===== config.mk =====
export PLATFORM = sky130hd
export DESIGN_NAME = gn2o_ram
export DESIGN_NICKNAME = d
export VERILOG_FILES = /design/src/sv/gn2o_ram.sv
export SDC_FILE = /design/constraint.sdc
export NUM_CORES = 2
export LEC_CHECK = 0
export BUFFER_PORTS_ARGS = -buffer_cell sky130_fd_sc_hd__buf_2
export CORE_MARGIN = 2
export CORE_UTILIZATION = 60
export CTS_BUF_LIST = sky130_fd_sc_hd__clkbuf_2 sky130_fd_sc_hd__clkbuf_4 sky130_fd_sc_hd__clkbuf_8
export CTS_CLUSTER_SIZE = 28
export DETAILED_ROUTE_END_ITERATION = 6
export PLACE_DENSITY = 0.84
export SLEW_MARGIN = 20
export SYNTH_ARGS = -nofsm -noshare
export SYNTH_HDL_FRONTEND = slang
export SYNTH_SLANG_ARGS = --single-unit
export TNS_END_PERCENT = 10

===== constraint.sdc =====
create_clock -name i_clk -period 4.1 [get_ports i_clk]
set_input_delay 0.205 -clock i_clk [delete_from_list [all_inputs] [get_ports i_clk]]
set_output_delay 0.205 -clock i_clk [all_outputs]
set_load 0.1 [all_outputs]

===== src/sv/gn2o_ram.sv =====
// generic single port write, single port read ram with registered read
module gn2o_ram #(
    parameter int WIDTH = 2,
    parameter int DEPTH = 1024
) (
    input  logic                     i_clk,
    input  logic                     i_we,
    input  logic [$clog2(DEPTH)-1:0] i_waddr,
    input  logic [WIDTH-1:0]         i_wdata,
    input  logic [$clog2(DEPTH)-1:0] i_raddr,
    output logic [WIDTH-1:0]         o_rdata
);

    logic [WIDTH-1:0] r_mem [DEPTH];
    logic [WIDTH-1:0] r_rdata;

    // write port
    always_ff @(posedge i_clk) begin
        if (i_we) begin
            r_mem[i_waddr] <= i_wdata;
        end
    end

    // registered read port
    always_ff @(posedge i_clk) begin
        r_rdata <= r_mem[i_raddr];
    end

    assign o_rdata = r_rdata;

endmodule

==> impl_metrics.json <==
{
  "setup_tns_ps": 0,
  "fmax_mhz": 264,
  "critPathTopFamily": "multiplexers",
  "crit_fanout": 2,
  "synth_mux_area_share_pct": 14.7,
  "yosys.area_share.simple_pct": 6.40,
  "syn_area_per_cell_sq_um": 17.5,
  "htreeDepth": 5,
  "vdd.ir_drop.worst_uv": 288,
  "post-cts-setup-buffers": 0,
  "path_clk_slew_ps": 60,
  "synth-async-reset-ratio_pct": 0,
  "synth_ff_type": "edfxtp_1",
  "wirelength_mm": 223,
  "cp_slowest_cell": "nor4_1",
  "crit_required_ps": 4960,
  "worst_setup_path_end_kind": "flip-flop",
  "path_common_cell": "mux4_2",
  "ys_seq_area_share_pct": 73.5,
  "die_area_sq_um": 143000,
  "start_util_pct": 60.3,
  "holdBufCountCts": 15,
  "crit_arrival_ps": 4650,
  "io_pins": 26,
  "period_minus_slack_ps": 3790,
  "final_core_util_pct": 66.6,
  "grt_usage_pct": 31.7,
  "setup_viol": 0,
  "cp_cell_sequence": "mux4_2, mux4_2, a22o_1, nor4_1, nor3_1, buf_4, o22ai_1, dlygate4sd3_1, nand4_1",
  "finalPower_uw": 41900,
  "port_buffers": 25,
  "grt-ovfl-total": 0,
  "slew_viol_final": 0,
  "synth_seq_cells": 2050,
  "synth_cell_types": 66,
  "cts_sinks": 2050,
  "fp.dieH_microns": 378,
  "path_buf_inv": 2,
  "tightest_slew_ps": 1220,
  "core.rowCount": 137,
  "synthCells": 4793,
  "cts-root-buf": "clkbuf_8",
  "grt_pass1_wl_mm": 324,
  "top_layer": "met5",
  "ant_nets": 0,
  "drc": 1,
  "wl_per_cell_microns": 31.6,
  "layout.nets": 4992,
  "max_stage_delay_ps": 660,
  "status": "finished, violations left",
  "synth-compound-area-share_pct": 2.98,
  "power_density_nw_per_um2": 452,
  "vias": 48900,
  "met1_length_mm": 71.3,
  "hold_path_class": "in -> reg",
  "area.growth.synth_to_final_pct": 10.6,
  "n_fill_cell": 8317,
  "finalClockSkew_ps": 52.2,
  "fp.coreArea_sq_um": 139000,
  "grt_max_degree": 195,
  "hpwl_mm": 130,
  "synth_xor_area_share_pct": 0,
  "met2_length_mm": 103,
  "antenna_found_initial": 14,
  "drtIter0Drc": 8734,
  "violations": "design-rule violations",
  "grt_pass1_vias": 49600,
  "finalHoldViolCount": 0,
  "synth_fa_ha_area_share_pct": 0,
  "worst-setup-path-type": "reg -> reg",
  "cts_buffers": 322,
  "route.met3.wl_mm": 34.1,
  "first_pass_iters": 7,
  "layout-drive-gt1-share_pct": 23.4,
  "maxCapViolCount": 0,
  "yosysWarnings": 0,
  "post_cts_resized": 0,
  "cts_tree": "built",
  "place.gp.congestion": 0.884,
  "critPathLaunchType": "flip-flop",
  "total_leakage_power_uw": 0.0285,
  "vias_per_cell": 6.92,
  "relSlewSlack_pct": 18.7,
  "syn-cell-area_sq_um": 83800,
  "clockBufferDepth": 4,
  "syn_nets": 4817,
  "rsz0062_at_grt": "false",
  "synth_edf_count": 2048,
  "timing.final.crit_share_pct": 92.4,
  "clk-insertion-delay-late_ps": 1040,
  "die_w_microns": 378,
  "synth_top_family_by_area": "multiplexers"
}
-- synth_stat cells (all sizes together) (3+ instances only) --
| cell type | count | area share [%] |
|---|---|---|
| a21oi | 70 | 0.42 |
| nor2b | 13 | 0.097 |
| or4b | 3 | 0.036 |
| nand3b | 4 | 0.036 |
| mux2i | 205 | 2.4 |
| buf | 157 | 1.4 |
| a221oi | 13 | 0.14 |
| mux2 | 10 | 0.13 |
| nor4b | 3 | 0.031 |
| a211oi | 13 | 0.12 |
| a31oi | 7 | 0.052 |
| nand4 | 13 | 0.097 |
| or2 | 3 | 0.022 |
| nand2b | 8 | 0.060 |
| nor4 | 10 | 0.082 |
| nand2 | 96 | 0.43 |
| clkbuf | 239 | 1.1 |
| and3 | 8 | 0.060 |
| o21ai | 36 | 0.22 |
| a22oi | 45 | 0.40 |
| a311oi | 3 | 0.031 |
| nor3b | 10 | 0.090 |
| a2111oi | 3 | 0.039 |
| o221ai | 83 | 0.88 |
| o311ai | 4 | 0.042 |
| mux4 | 449 | 12 |
| a22o | 13 | 0.14 |
| nand3 | 39 | 0.23 |
| nor2 | 1054 | 4.7 |
| o31ai | 5 | 0.045 |
| nor3 | 45 | 0.27 |
| o22ai | 45 | 0.34 |
| inv | 5 | 0.022 |
| and2 | 6 | 0.045 |
| edfxtp | 2048 | 73 |
-- worst min-delay path, stage by stage --
cell     delay (ps)
buf_2           160
nor3b_1         160
nand2_1         130
buf_4           210
nor2_1           80
-- sequential cells by signal (all words and copies together) (netlist names) --
register,cells
o_rdata,2
r_mem,2048
-- per-layer routing --
layer	vias to the layer above	global-route usage, %
li1	19200	-
met1	24400	40.5
met2	4319	48.4
met3	911	10.1
met4	18	17.8
met5	-	0.926
-- power by group --
group,internal (uW),switching (uW)
registers,23100,11.6
logic,769,1480
clock network,8900,7670
total,32700,9160
-- layout make-up --
cell class                 instances  area (sq um)  share of cell area (%)
tap                             1876          2350                    2.53
sequential                      2050         61500                    66.5
clock buffer                     423          5230                    5.65
antenna                            5          12.5                  0.0135
multi-input combinational       2341         20300                    22.0
inverter                           6          23.8                  0.0257
timing repair buffer             247          2320                    2.51
clock inverter                   118           778                   0.840
-- placed cells by master (no fill, tap or decap), types with 69 or more instances in the layout --
cell type,n
nand2_1,87
o221ai_1,82
clkbuf_8,329
edfxtp_1,2048
clkbuf_4,94
buf_4,173
mux4_2,449
clkinv_1,69
mux2i_1,205
a21oi_1,70
nor2_1,1053
-- logic make-up (layout without fill, tap and decap cells) --
| kind of cell | after synthesis | count (layout) |
|---|---|---|
| flops | 2050 | 2050 |
| other cells | 0 | 5 |
| mux | 664 | 664 |
| buf+inv | 402 | 794 |
| simple gates | 1324 | 1324 |
| compound gates | 353 | 353 |
-- final timing paths --
check,slack [ps],endpoint,depth (start not counted),from
worst min-delay path,110,r_mem[319][1]$_DFFE_PP_,5,i_waddr[9]
worst max-delay path,310,o_rdata[0]$_DFF_P_,9,r_mem[3][0]$_DFFE_PP_
worst max register to register,310,o_rdata[0]$_DFF_P_,9,r_mem[3][0]$_DFFE_PP_
worst min register to register,1210,o_rdata[0]$_DFF_P_,6,r_mem[310][0]$_DFFE_PP_
-- stage by stage --
| stage | hold WS (ps) | worst slack (ps) | cell area [sq um] | std cells |
|---|---|---|---|---|
| floorplan | 304 | 1530 | 83800 | 4793 |
| global placement | 644 | 324 | 86400 | 6505 |
| detailed placement | 646 | 440 | 86400 | 6505 |
| CTS | 8.50 | 539 | 92600 | 7061 |
| global route | 101 | 332 | 92600 | 7062 |
| finish | 107 | 312 | 92600 | 7066 |
Power figures use the tool's default switching activity.
